**src/rtl/matrix4_transform_chain_macros.svh**
```systemverilog
// assertion macros shared by the rtl
`ifndef MATRIX4_TRANSFORM_CHAIN_MACROS_SVH
`define MATRIX4_TRANSFORM_CHAIN_MACROS_SVH

`ifndef SYNTH
// same-cycle implication
`define M4TC_ASSERT_IMP(lbl, clk, rst, ante, cons, msg) \
   lbl: assert property (@(posedge clk) disable iff (rst) (ante) |-> (cons)) else $error(msg);
// next-cycle implication
`define M4TC_ASSERT_NXT(lbl, clk, rst, ante, cons, msg) \
   lbl: assert property (@(posedge clk) disable iff (rst) (ante) |=> (cons)) else $error(msg);
`else
`define M4TC_ASSERT_IMP(lbl, clk, rst, ante, cons, msg)
`define M4TC_ASSERT_NXT(lbl, clk, rst, ante, cons, msg)
`endif

`endif

```
**src/rtl/m4tc_pkg.sv**
```systemverilog
package m4tc_pkg;

   localparam int FRAC_BITS = 16;
   localparam int DATA_W    = 32;
   localparam int ELEMS     = 16;
   localparam int DIM       = 4;
   localparam int IDX_W     = $clog2(ELEMS);
   localparam int MUL_STEPS = ELEMS;
   localparam int CNT_W     = $clog2(MUL_STEPS);
   // shifted product and four-term sum widths
   localparam int PROD_W    = 2 * DATA_W - FRAC_BITS;
   localparam int SUM_W     = PROD_W + 2;

   localparam logic signed [DATA_W-1:0] FX_ONE = DATA_W'(64'd1 << FRAC_BITS);

   typedef enum logic [2:0] {
      ACT_WR_CUR = 3'd0,
      ACT_WR_OP  = 3'd1,
      ACT_MUL    = 3'd2,
      ACT_TRANS  = 3'd3,
      ACT_SCALE  = 3'd4,
      ACT_READ   = 3'd5
   } action_type;

   typedef enum logic [2:0] {
      ST_IDLE,
      ST_MUL,
      ST_FLUSH,
      ST_COMMIT,
      ST_SCALE_WB
   } state_type;

   typedef struct packed {
      logic wr_cur;
      logic wr_op;
      logic trans;
      logic scale_mul;
      logic scale_wb;
      logic rd;
      logic mul_step;
      logic rot_row;
      logic sum_shift;
      logic commit;
   } cmd_type;

   // clamp a wide signed value to the 32-bit range
   function automatic logic signed [DATA_W-1:0] sat32(input logic signed [SUM_W-1:0] v);
      logic in_range;
      in_range = (v[SUM_W-1:DATA_W-1] == '0) || (v[SUM_W-1:DATA_W-1] == '1);
      if (in_range) begin
         return v[DATA_W-1:0];
      end else if (v[SUM_W-1]) begin
         return {1'b1, {(DATA_W-1){1'b0}}};
      end else begin
         return {1'b0, {(DATA_W-1){1'b1}}};
      end
   endfunction

endpackage

```
**src/rtl/m4tc_ctrl.sv**
```systemverilog
module m4tc_ctrl (
   input  logic                   clock,
   input  logic                   reset,
   input  logic                   req_tvalid,
   input  logic [2:0]             req_action,
   input  logic                   rsp_tvalid,
   input  logic                   rsp_tready,
   output logic                   req_tready,
   output m4tc_pkg::cmd_type      cmd,
   output m4tc_pkg::state_type    state
);
   import m4tc_pkg::*;

   state_type        state_ff, state_in;
   logic [CNT_W-1:0] cnt_ff, cnt_in;

   always_ff @(posedge clock) begin
      if (reset) begin
         state_ff <= ST_IDLE;
         cnt_ff   <= '0;
      end else begin
         state_ff <= state_in;
         cnt_ff   <= cnt_in;
      end
   end

   always_comb begin
      state_in   = state_ff;
      cnt_in     = cnt_ff;
      cmd        = '0;
      req_tready = 1'b0;
      unique case (state_ff)
         ST_IDLE: begin
            req_tready = !rsp_tvalid || rsp_tready;
            if (req_tvalid && req_tready) begin
               unique case (req_action)
                  ACT_WR_CUR: cmd.wr_cur = 1'b1;
                  ACT_WR_OP:  cmd.wr_op  = 1'b1;
                  ACT_MUL: begin
                     cnt_in   = '0;
                     state_in = ST_MUL;
                  end
                  ACT_TRANS:  cmd.trans = 1'b1;
                  ACT_SCALE: begin
                     cmd.scale_mul = 1'b1;
                     state_in      = ST_SCALE_WB;
                  end
                  ACT_READ:   cmd.rd = 1'b1;
                  default: ;
               endcase
            end
         end
         ST_MUL: begin
            cmd.mul_step  = 1'b1;
            cmd.rot_row   = (cnt_ff[1:0] == 2'(DIM - 1));
            cmd.sum_shift = (cnt_ff != '0);
            cnt_in        = cnt_ff + 1'b1;
            if (cnt_ff == CNT_W'(MUL_STEPS - 1)) begin
               state_in = ST_FLUSH;
            end
         end
         ST_FLUSH: begin
            cmd.sum_shift = 1'b1;
            state_in      = ST_COMMIT;
         end
         ST_COMMIT: begin
            cmd.commit = 1'b1;
            state_in   = ST_IDLE;
         end
         ST_SCALE_WB: begin
            cmd.scale_wb = 1'b1;
            state_in     = ST_IDLE;
         end
         default: state_in = ST_IDLE;
      endcase
   end

   assign state = state_ff;

endmodule

```
**config.mk**
```make
export PLATFORM = sky130hd
export DESIGN_NAME = m4tc_ctrl
export DESIGN_NICKNAME = d
export VERILOG_FILES = /design/src/rtl/matrix4_transform_chain_macros.svh /design/src/rtl/m4tc_pkg.sv /design/src/rtl/m4tc_ctrl.sv
export SDC_FILE = /design/constraint.sdc
export NUM_CORES = 1
export LEC_CHECK = 0
export BUFFER_PORTS_ARGS = -buffer_cell sky130_fd_sc_hd__buf_2
export CAP_MARGIN = 20
export CORE_AREA = 3 3 40 42
export CTS_BUF_LIST = sky130_fd_sc_hd__clkbuf_8
export DETAILED_ROUTE_END_ITERATION = 6
export DIE_AREA = 0 0 43 45
export PLACE_DENSITY_LB_ADDON = 0.3
export SYNTH_ARGS = -nofsm -noshare
export SYNTH_HDL_FRONTEND = slang
export SYNTH_SLANG_ARGS = --single-unit
export TNS_END_PERCENT = 20
```
**constraint.sdc**
```tcl
create_clock -name clock -period 1.45 [get_ports clock]
set_clock_uncertainty 0.1 [all_clocks]
set_input_delay 0 -clock clock [delete_from_list [all_inputs] [get_ports clock]]
set_output_delay 0 -clock clock [all_outputs]
set_load 0.005 [all_outputs]
```
======== Word level (Yosys, flattened, before mapping) ========
Index checks and enable logic that the tools add are counted.
storage, ports and cells
  input bits .............................. 8
  register bits after elaboration ......... 7
  logic and storage cells ................. 48
operators by class
  add/sub/neg operators ................... 1
  mux-type cells .......................... 21
  equal/unequal tests ..................... 15
  reduce and logical (&&, ||, !) cells .... 9
operators with widths
  operator                                             number
  2-to-1 mux 4 bit                                     4
  equality test 3 x 2 -> 1 bit, second input constant  4
  2-to-1 mux 1 bit                                     10
  equality test 3 bit, second input constant           3
  case mux 3 bit (3 select lines)                      1
  case mux 4 bit (2 select lines)                      1
  equality test 3 x 1 -> 1 bit, second input constant  2
  logical NOT 3 bit                                    2
  2-to-1 mux 3 bit                                     2
  case mux 3 bit (2 select lines)                      1
  AND reduction 3 bit                                  2
  adder 4 x 1 -> 4 bit, second input constant          1
  equality test 4 bit, second input constant           1
  != test 2 bit, second input constant                 2
  nonzero test 4 bit                                   1
  != test 3 x 1 -> 1 bit, second input constant        1
  equality test 2 bit, second input constant           1
  2-to-1 mux 2 bit                                     1
  != test 2 x 1 -> 1 bit, second input constant        1
  case mux 1 bit (2 select lines)                      1
  nonzero test 2 bit                                   1
  logical AND 1 bit                                    1
  logical NOT 1 bit                                    1
  logical OR 1 bit                                     1

======== Logic depth before layout (Yosys ltp) ========
Gate-level depths: netlist of run 1.
  word-level depth ........................ 5
  depth in mapped cells ................... 5
  depth with buffers taken out ............ 5

======== Worst setup path before layout of run 1 ========
OpenSTA, ideal clock, no wires.
  kind .................................... reg2reg
  from .................................... register state_ff[2] (netlist: state[2])
  to ...................................... register cnt_ff[0]
  library setup time ...................... 0.117 ns
  setup slack ............................. 0.116 ns
  arrival time ............................ 1.118 ns
  stages on the path, launching flop included .. 5
  required time ........................... 1.233 ns
  buffers on the path ..................... 1
  cells stage by stage .................... dfxtp_1 > buf_4 > nor4b_4 > a311oi_2 > a22o_1
between the ends
  longest elaborated chain between the ends .. 3
ends and longest elaborated chain
  what                                                               RTL line         source
  start, declared                                                    m4tc_ctrl.sv:14  state_type state_ff, state_in;
  start signal, assigned                                             m4tc_ctrl.sv:22  state_ff <= state_in;
  logical NOT 3 bit or equality test 3 x 1 -> 1 bit (tied branches)  m4tc_ctrl.sv:32  unique case (state_ff)
  != test 2 x 1 -> 1 bit (no source line) (tied with other cells)    -
  AND reduction 3 bit (no source line)                               -
  end signal, assigned                                               m4tc_ctrl.sv:23  cnt_ff <= cnt_in;
  end, declared                                                      m4tc_ctrl.sv:15  logic [CNT_W-1:0] cnt_ff, cnt_in;
Several ways; a longest one is shown, not always the timed one.
A chain may end at the register's enable or synchronous reset.

==> reports/summary.txt, run 1 <==
Hold path endpoint = state[0]
Area contributors post-synth = dfxtp_1 26%, ha_1 4.7%, nor3_1 4.7%
First-pass DRT Iterations = 4
Detailed placement HPWL = 1000 microns
Synthesized cell area = 529 sq um
Commonest cells in the netlist = 7 x dfxtp_1, 6 x inv_1, 5 x nor3_1
CTS tree = built
Initial Util = 41.2%
RD Place Congestion = 0.778
Die area = 1940 sq um
Syn_nets = 71
Failing checks = setup timing
First-pass GRT wire length = 2640 microns
Min cycle time layout = 1.46 ns
Vias per inst = 5.41
Library cells used by synthesis = 32
Tot Pwr = 0.563 mW
Placed Area = 676 sq um
Yosys reg bits = 7
RR Endpoint = cnt_ff[0]
R2r worst-path depth = 4
Ports = 22
Final hold slack = 0.0405 ns
RSZ-0062 raised after global routing = yes
CTS Sinks = 7
Hold Crit Start = req_tvalid
Row cnt = 13
All-layer global routing usage = 18.3%
PortBufs = 21
Core footprint = 1280 sq um
R2R Setup Slk = 0.06 ns
Register area share after synthesis = 26.5%
Average size of a mapped cell = 8.68 sq um
Worst-path clk slew = 0.04 ns
WHS Path Cells = 3
WP data arrival = 1.36 ns
Vias in the first global route = 599
Clk Tree Root Cell = clkbuf_8
Leakage power = 0.388 nW
Crit path setup slack, layout = -0.0116 ns
Final WL = 1670 microns
Asr flop ratio synth = 0%
Final Max Slew Viols = 0
Fill count = 111
Antenna viol nets, final = 0
Max-cap viol count = 0
Nets = 107
Primary FF master, synth = dfxtp_1
Die width = 43 microns
Synth top area share = 26.5%
Worst slew pin tran = 0.322 ns
Total CTS buffers = 3
CP Capture Type = primary output
Initial DRC count = 9
H-tree depth = 1
Worst min path class = in2reg
Largest net degree at the start of global routing = 13
Finished Cell Area = 822 sq um
Final period utilization = 101%
Routed vias = 601
Clock buffer depth = 2
Clock Latency Late Sink = 0.23 ns
Pwr Density = 685 nW/um^2
Cells after Synth = 61
Area leader, netlist = dfxtp_1
DR DRC count = 0
Slew margin rel. = 78.2%
Final hold vios = 0
Startpoint types = register
Initial antenna violation count = 0
CP Max Fanout = 6
Pre-CTS WS = 0.0560 ns
Fmax = 0.684 GHz
Syn. warnings = 0
Area Growth Syn to Fin = 55.3%
WS Path Type = reg2out
Antenna cells = 0
Status = complete, but fails checks
Worst Path Required = 1.35 ns
Peak supply drop = 0.424 mV
Grt ovf = 0
Share of layout cells above drive strength 1 = 55.2%
Number of synthesized flops with an enable pin = 0
Die height = 45 microns
Count of final setup violators = 1
Routed wire length per instance = 15.0 microns
Most common cell in the synthesized netlist = dfxtp_1
Crit Reg-Reg Startpoint = state[1]
-- cells by family after synthesis --
family	after synthesis	share of synthesized area (%)
flops	7	26.5
compound gates	12	18.7
mux	1	1.89
simple gates	30	38.3
buf+inv	9	9.93
fa+ha+maj	2	4.73
-- worst max-delay path by stage --
stage	from	end	slack, ns	cells past startpoint
after floorplan	state[2]	cnt_ff[0]	0.12	4
after global placement	cnt_ff[0]	state[1]	0.06	4
after detailed placement	cnt_ff[0]	state[0]	0.06	4
after CTS	state[0]	cmd[9]	-0.01	5
after global routing	state[0]	cmd[8]	-0.09	5
final	state[2]	cmd[6]	-0.01	5
-- metal layers --
metal | routed length [microns] | track usage [%]
met1 | 654 | 17.9
met2 | 927 | 38.3
met3 | 70 | 1.20
met4 | 16 | 9.04
met5 | 0 | 0
-- per-stage QoR --
| stage | TNS, ns | std cells | util (%) |
|---|---|---|---|
| 4_1_cts | -0.0128 | 108 | 61.3 |
| 3_3_place_gp | 0 | 101 | 52.6 |
| 2_1_floorplan | 0 | 61 | - |
| 6_report | -0.0116 | 111 | 64.0 |
| 5_1_grt | -0.412 | 111 | 64.0 |
| 3_5_place_dp | 0 | 101 | 52.6 |
-- timing repair --
item,in CTS,in global routing
gates resized for setup,12,3
setup buffers,3,3
pin swaps,3,4
hold buffers,2,0
endpoints found under the setup margin,8,10
hold endpoints to repair,2,0
-- cell usage in the layout (no fill, tap or decap), types with 2 or more instances in the layout --
master,n
clkbuf_8,3
dfxtp_1,4
o2bb2ai_1,2
nor2_1,3
nor3b_1,3
nor2b_1,2
nand2_1,3
dlygate4sd3_1,2
dfxtp_4,2
a21oi_1,2
nor3_2,2
buf_2,21
inv_1,6
buf_4,9
nor3_1,2
-- flip-flops by register name, indices dropped and copies added, names as in the netlist --
signal / cells
cnt_ff: 4
state: 3
-- critical path, stage by stage, from the launching register on --
cell	delay, ns
dfxtp_4	0.37
nor3_4	0.21
nand3_2	0.12
buf_4	0.16
nor3_2	0.14
buf_2	0.13
-- power breakdown --
| part | switching (mW) | total [mW] | internal, mW |
|---|---|---|---|
| clock | 0.0865 | 0.273 | 0.186 |
| sequential | 0.00344 | 0.196 | 0.193 |
| combinational | 0.0471 | 0.0942 | 0.0471 |
-- area by class of cell --
cell class,instances,area [sq um],share of cell area (%)
well taps,15,18.8,2.28
repair buffers,34,209,25.4
flip-flops and latches,7,149,18.1
clock buffers,3,41.3,5.02
clock inverters,1,5.00,0.609
inverters,6,22.5,2.74
multi-input cells,45,377,45.8
Power figures use the tool's default switching activity.
==> run 2, diff against run 1 <==
--- a/config.mk
+++ b/config.mk
@@ -5,6 +5,7 @@
 export SDC_FILE = /design/constraint.sdc
 export NUM_CORES = 1
 export LEC_CHECK = 0
+export ABC_AREA = 1
 export BUFFER_PORTS_ARGS = -buffer_cell sky130_fd_sc_hd__buf_2
 export CAP_MARGIN = 20
 export CORE_AREA = 3 3 40 42
==> reports/summary.txt, run 2 <==
Commonest cells in the netlist = 15 x nand2_1, 13 x inv_1, 8 x nor2_1 (was 7 x dfxtp_1, 6 x inv_1, 5 x nor3_1)
Nets = 119 (was 107)
Most common cell in the synthesized netlist = nand2_1 (was dfxtp_1)
PortBufs = 21 (unchanged)
Post-CTS setup buffers = 0 (was 3)
Die height = 45 microns (unchanged)
Synthesized cell area = 528 sq um (was 529 sq um)
Met3 GRT Util = 3.59% (was 1.20%)
Final WL = 1280 microns (was 1670 microns)
Final hold slack = 0.0882 ns (was 0.0405 ns)
Largest net degree at the start of global routing = 8 (was 13)
Finished Cell Area = 732 sq um (was 822 sq um)
CP Capture Type = primary output (unchanged)
Gr busiest metal = met2 (unchanged)
Part of the power in registers = 32.9% (was 34.8%)
Worst path cell trace = inv_2 > nand2_2 > nor2_4 > nand2_4 > nor4_1 > buf_2 (was nor3_4 > nand3_2 > buf_4 > nor3_2 > buf_2)
Max-cap viol count = 0 (unchanged)
Cells after Synth = 82 (was 61)
Top delay family on crit path = simple AND/OR/NAND/NOR gates (unchanged)
Asr flop ratio synth = 0% (unchanged)
Clock share of power = 41.6% (was 48.4%)
Startpoint types = register (unchanged)
Slowest cell delay on critical path = 0.34 ns (was 0.37 ns)
Worst-path clk slew = 0.04 ns (about the same)
CP Max Fanout = 5 (was 6)
Yosys reg bits = 7 (unchanged)
Die area = 1940 sq um (unchanged)
Library cells used by synthesis = 19 (was 32)
Switch share = 31.4% (was 24.4%)
Buffers and inverters on the worst path = 2 (unchanged)
Share of layout cells above drive strength 1 = 38.9% (was 55.2%)
Initial Util = 41.1% (was 41.2%)
Clk Tree Root Cell = clkbuf_8 (unchanged)
Average size of a mapped cell = 6.44 sq um (was 8.68 sq um)
GR Util met2 = 24.3% (was 38.3%)
All-layer global routing usage = 13.8% (was 18.3%)
Row cnt = 13 (unchanged)
Pint = 0.452 mW (was 0.426 mW)
Initial DRC count = 17 (was 9)
TNS Setup = 0 ns (was -0.0116 ns)
Vias in the first global route = 502 (was 599)
DR DRC count = 0 (unchanged)
Area leader, netlist = dfxtp_1 (unchanged)
First-pass DRT Iterations = 4 (unchanged)
Non-filler cells, final = 123 (was 111)
Worst slew pin tran = 0.325 ns (was 0.322 ns)
Total CTS buffers = 3 (unchanged)
Clock buffer depth = 2 (unchanged)
Syn_nets = 92 (was 71)
Antenna cells = 0 (unchanged)
Min cycle time layout = 1.38 ns (was 1.46 ns)
RSZ-0062 raised after global routing = no (was yes)
Worst Path Required = 1.35 ns (about the same)
Critical-path top delay cell = dfxtp_2 (was dfxtp_4)
Synth top area share = 26.5% (about the same)
Number of synthesized flops with an enable pin = 0 (unchanged)
Routed vias = 574 (was 601)
Fmax = 0.725 GHz (was 0.684 GHz)
First-pass GRT wire length = 2040 microns (was 2640 microns)
Final period utilization = 95.1% (was 101%)
WS Path Type = reg2out (unchanged)
Final hold vios = 0 (unchanged)
Logic pwr share = 25.5% (was 16.7%)
Vias per inst = 4.67 (was 5.41)
Syn. warnings = 0 (unchanged)
Peak supply drop = 0.598 mV (was 0.424 mV)
CTS tree = built (unchanged)
Ports = 22 (unchanged)
Max reg flops = 4 (unchanged)
Core footprint = 1280 sq um (unchanged)
Detailed placement HPWL = 983 microns (was 1000 microns)
Status = complete, no violations (was complete, but fails checks)
Count of final setup violators = 0 (was 1)
Slew margin rel. = 78.3% (was 78.2%)
Commonest non-fill, non-tap cell in the layout = buf_2 (unchanged)
Primary FF master, synth = dfxtp_1 (unchanged)
WP data arrival = 1.28 ns (was 1.36 ns)
Initial antenna violation count = 0 (unchanged)
NetSw = 0.207 mW (was 0.137 mW)
Worst min path class = in2reg (unchanged)
Pwr Density = 899 nW/um^2 (was 685 nW/um^2)
Most flop-heavy register = cnt_ff (unchanged)
GR Layer Usage met1 = 16.1% (was 17.9%)
Most frequent cells in the layout = 21 x buf_2, 14 x inv_1, 14 x nand2_1 (was 21 x buf_2, 9 x buf_4, 6 x inv_1)
Grt ovf = 0 (unchanged)
Placed Area = 652 sq um (was 676 sq um)
Area Growth Syn to Fin = 38.6% (was 55.3%)
H-tree depth = 1 (unchanged)
Clock Latency Late Sink = 0.23 ns (about the same)
Antenna viol nets, final = 0 (unchanged)
Routed wire length per instance = 10.4 microns (was 15.0 microns)
Final Max Slew Viols = 0 (unchanged)
Register area share after synthesis = 26.5% (about the same)
Placed insts = 118 (was 101)
CTS Sinks = 7 (unchanged)
RD Place Congestion = 0.733 (was 0.778)
Leakage power = 0.401 nW (was 0.388 nW)
Die width = 43 microns (unchanged)
Area contributors post-synth = dfxtp_1 27%, nand2_1 11%, inv_1 9.2% (was dfxtp_1 26%, ha_1 4.7%, nor3_1 4.7%)
-- run 2: cell count changes after synthesis, sizes merged, moves of 4 or more --
cell,previous run,this run
nor3b,4,0
nand3,2,7
nor2,3,11
a21oi,2,6
inv,6,17
nand2,3,21
-- run 2: cell families (layout without fill, tap and decap cells) --
group | after synthesis | count (layout) | synth area share (%)
AND/OR/NAND/NOR | 45 | 45 | 44.5
AO/OA/AOI/OAI | 10 | 10 | 9.95
XOR/XNOR | 1 | 1 | 1.66
flip-flops | 7 | 7 | 26.5
buffers and inverters | 17 | 43 | 12.6
adder cells (fa/ha/maj) | 2 | 2 | 4.74
-- run 2: routing by layer --
| metal | vias to the layer above | wire length [microns] |
|---|---|---|
| met5 | - | 0 |
| met4 | 0 | 15 |
| met3 | 2 | 80 |
| met2 | 18 | 622 |
| met1 | 244 | 562 |
| li1 | 310 | - |
-- run 2: worst paths after layout --
kind | end | depth (start not counted) | slack, ns | from
hold reg to reg | cnt_ff[3] | 2 | 0.40 | cnt_ff[3]
hold / removal | state[2] | 5 | 0.09 | req_action[2]
setup reg to reg | state[0] | 6 | 0.15 | state[0]
setup / recovery | cmd[9] | 6 | 0.07 | state[2]
-- run 2: per-stage QoR --
stage | util, % | setup WS, ns | power (mW)
after floorplan | - | 0.275 | 0.327
after global placement | 50.7 | 0.148 | 0.374
after detailed placement | 50.7 | 0.141 | 0.377
after CTS | 55.0 | 0.00229 | 0.655
after global routing | 57.0 | 0.00288 | 0.695
final | 57.0 | 0.0713 | 0.658
-- run 2: cell type report --
| type | count | area, sq um |
|---|---|---|
| Fill cell | 129 | 553 |
| Multi-Input combinational cell | 58 | 344 |
| Sequential cell | 7 | 143 |
| Timing Repair Buffer | 22 | 115 |
| Inverter | 17 | 66.3 |
| Clock buffer | 3 | 41.3 |
| Tap cell | 15 | 18.8 |
| Clock inverter | 1 | 3.75 |
-- run 2: repair_timing --
action | in CTS | in global routing
hold buffers | 1 | 0
setup endpoints to repair | 0 | 2
hold endpoints to repair | 5 | 0
resized for setup | 0 | 6
-- run 2: power by group through the flow --
stage          combinational (mW)  clock [mW]  sequential (mW)
3_3_place_gp                0.154           0            0.220
5_1_grt                     0.190       0.287            0.219
3_5_place_dp                0.157           0            0.220
4_1_cts                     0.160       0.279            0.217
2_1_floorplan               0.109           0            0.218
6_report                    0.168       0.274            0.217
-- run 2: worst register-to-register path: cells and delay by family, from the launching register on --
family          cells  cell delay [ns]
compound gates      1             0.19
buf+inv             1             0.12
simple gates        4             0.30
flops               1             0.50
==> run 3, diff against run 2 <==
--- a/config.mk
+++ b/config.mk
@@ -13,6 +13,7 @@
 export DETAILED_ROUTE_END_ITERATION = 6
 export DIE_AREA = 0 0 43 45
 export PLACE_DENSITY_LB_ADDON = 0.3
+export RECOVER_POWER = 50
 export SYNTH_ARGS = -nofsm -noshare
 export SYNTH_HDL_FRONTEND = slang
 export SYNTH_SLANG_ARGS = --single-unit
==> constraint.sdc (replaced) <==
create_clock -name clock -period 1.7 [get_ports clock]
set_clock_uncertainty 0.1 [all_clocks]
set_input_delay 0 -clock clock [delete_from_list [all_inputs] [get_ports clock]]
set_output_delay 0 -clock clock [all_outputs]
set_load 0.005 [all_outputs]
==> reports/summary.txt, run 3 (synthesis gave the netlist of run 2 again) <==
Status = complete, no violations (unchanged)
Commonest non-fill, non-tap cell in the layout = buf_2 (unchanged)
Post-CTS setup buffers = 0 (unchanged)
Die height = 45 microns (unchanged)
Final period utilization = 87.5%
Max reg flops = 4 (unchanged)
Clock buffer depth = 2 (unchanged)
Fmax = 0.673 GHz
Slew margin rel. = 81.7% (was 78.3%)
Crit Reg-Reg Startpoint = state[1] (was state[0])
Worst min path class = in2reg (unchanged)
Count of final setup violators = 0 (unchanged)
CTS Sinks = 7 (unchanged)
Most flop-heavy register = cnt_ff (unchanged)
Total CTS buffers = 3 (unchanged)
H-tree depth = 1 (unchanged)
Pwr Density = 793 nW/um^2 (was 899 nW/um^2)
Part of the power in registers = 33.4% (was 32.9%)
Antenna cells = 0 (unchanged)
Vias in the first global route = 530 (was 502)
Routed vias = 592 (was 574)
Die area = 1940 sq um (unchanged)
Hold Crit Start = req_action[2] (unchanged)
CTS tree = built (unchanged)
Initial DRC count = 11 (was 17)
Peak supply drop = 0.521 mV (was 0.598 mV)
Final Max Slew Viols = 0 (unchanged)
All-layer global routing usage = 14.1% (was 13.8%)
Ports = 22 (unchanged)
Area Growth Syn to Fin = 30.6% (was 38.6%)
Detailed placement HPWL = 980 microns (was 983 microns)
Worst Setup SP = state[1] (was state[2])
Grt ovf = 0 (unchanged)
CP Max Fanout = 6 (was 5)
Final WL = 1220 microns (was 1280 microns)
Leakage power = 0.381 nW (was 0.401 nW)
R2R Setup Slk = 0.27 ns (was 0.15 ns)
TNS Setup = 0 ns (unchanged)
Startpoint types = register (unchanged)
Clock share of power = 42.5% (was 41.6%)
Core footprint = 1280 sq um (unchanged)
Clock Latency Late Sink = 0.23 ns (about the same)
Antenna viol nets, final = 0 (unchanged)
Vias per inst = 4.81 (was 4.67)
Row cnt = 13 (unchanged)
Final hold vios = 0 (unchanged)
WHS Path Cells = 5 (unchanged)
Fill count = 143 (was 129)
Initial Util = 41.1% (unchanged)
Worst-path clk slew = 0.04 ns (about the same)
DR DRC count = 0 (unchanged)
First-pass GRT wire length = 2090 microns (was 2040 microns)
RSZ-0062 raised after global routing = no (unchanged)
PortBufs = 21 (unchanged)
Nets = 119 (unchanged)
Clk Tree Root Cell = clkbuf_8 (unchanged)
Share of layout cells above drive strength 1 = 31.5% (was 38.9%)
Switch share = 30.4% (was 31.4%)
Pint = 0.380 mW (was 0.452 mW)
CP Capture Type = primary output (unchanged)
Largest net degree at the start of global routing = 8 (unchanged)
Die width = 43 microns (unchanged)
Final Util = 53.7% (was 57.0%)
Initial antenna violation count = 0 (unchanged)
Min cycle time layout = 1.49 ns
Post-CTS Hold Buffers = 1 (unchanged)
Worst slew pin tran = 0.274 ns (was 0.325 ns)
Worst Path Required = 1.60 ns (was 1.35 ns)
First-pass DRT Iterations = 4 (unchanged)
R2r worst-path depth = 8 (was 6)
WP data arrival = 1.39 ns (was 1.28 ns)
Logic pwr share = 24.1% (was 25.5%)
WS Path Type = reg2out (unchanged)
NetSw = 0.166 mW (was 0.207 mW)
RD Place Congestion = 0.733 (about the same)
Most frequent cells in the layout = 18 x buf_2, 16 x nand2_1, 14 x inv_1 (was 21 x buf_2, 14 x inv_1, 14 x nand2_1)
Max-cap viol count = 0 (unchanged)
Post-CTS Resized = 0 (unchanged)
Routed wire length per instance = 9.89 microns (was 10.4 microns)
==> run 3: cell types whose count changed in the layout (fill, tap and decap cells not counted), sizes merged <==
cell	delta
buf	-3
clkbuf	+3
==> run 3: worst paths after layout <==
check | end
hold reg to reg | cnt_ff[3]
setup reg to reg | state[0]
hold / removal | state[2]
setup / recovery | cmd[1]
==> run 3: worst max-delay path, stage by stage, from the launching register on <==
cell and delay [ns]:
dfxtp_1 0.34, nor2_1 0.23, nand2_1 0.23, o21ai_0 0.22, buf_2 0.14
==> run 3: cell type report <==
class                           instances  area [sq um]  area share, %
Clock buffer                            3          41.3           5.99
Tap cell                               15          18.8           2.72
Timing Repair Buffer                   22           113           16.3
Inverter                               17          66.3           9.62
Clock inverter                          1          3.75          0.544
Sequential cell                         7           140           20.3
Multi-Input combinational cell         58           307           44.5
==> run 3: routing by layer <==
layer | global-route usage, % | part of all wire (%)
met5 | 0 | 0
met4 | 5.42 | 0
met3 | 3.59 | 6.3
met2 | 24.6 | 49
met1 | 16.8 | 45
==> run 3: power groups by stage <==
stage               clock network, mW  logic, mW  registers, mW
CTS                             0.241      0.136          0.185
detailed placement                  0      0.134          0.187
global route                    0.249      0.152          0.184
floorplan                           0     0.0931          0.186
global placement                    0      0.132          0.188
finish                          0.232      0.132          0.183
==> run 3: metrics by stage <==
stage          power [mW]  std cells  area, sq um  hold slack, ns  worst slack, ns
3_3_place_gp        0.319        118          652           0.153            0.398
6_report            0.547        123          689           0.112            0.213
2_1_floorplan       0.279         82          528         -0.0647            0.525
5_1_grt             0.584        123          689           0.123           0.0572
4_1_cts             0.562        123          707          0.0974            0.238
3_5_place_dp        0.321        118          652           0.161            0.405
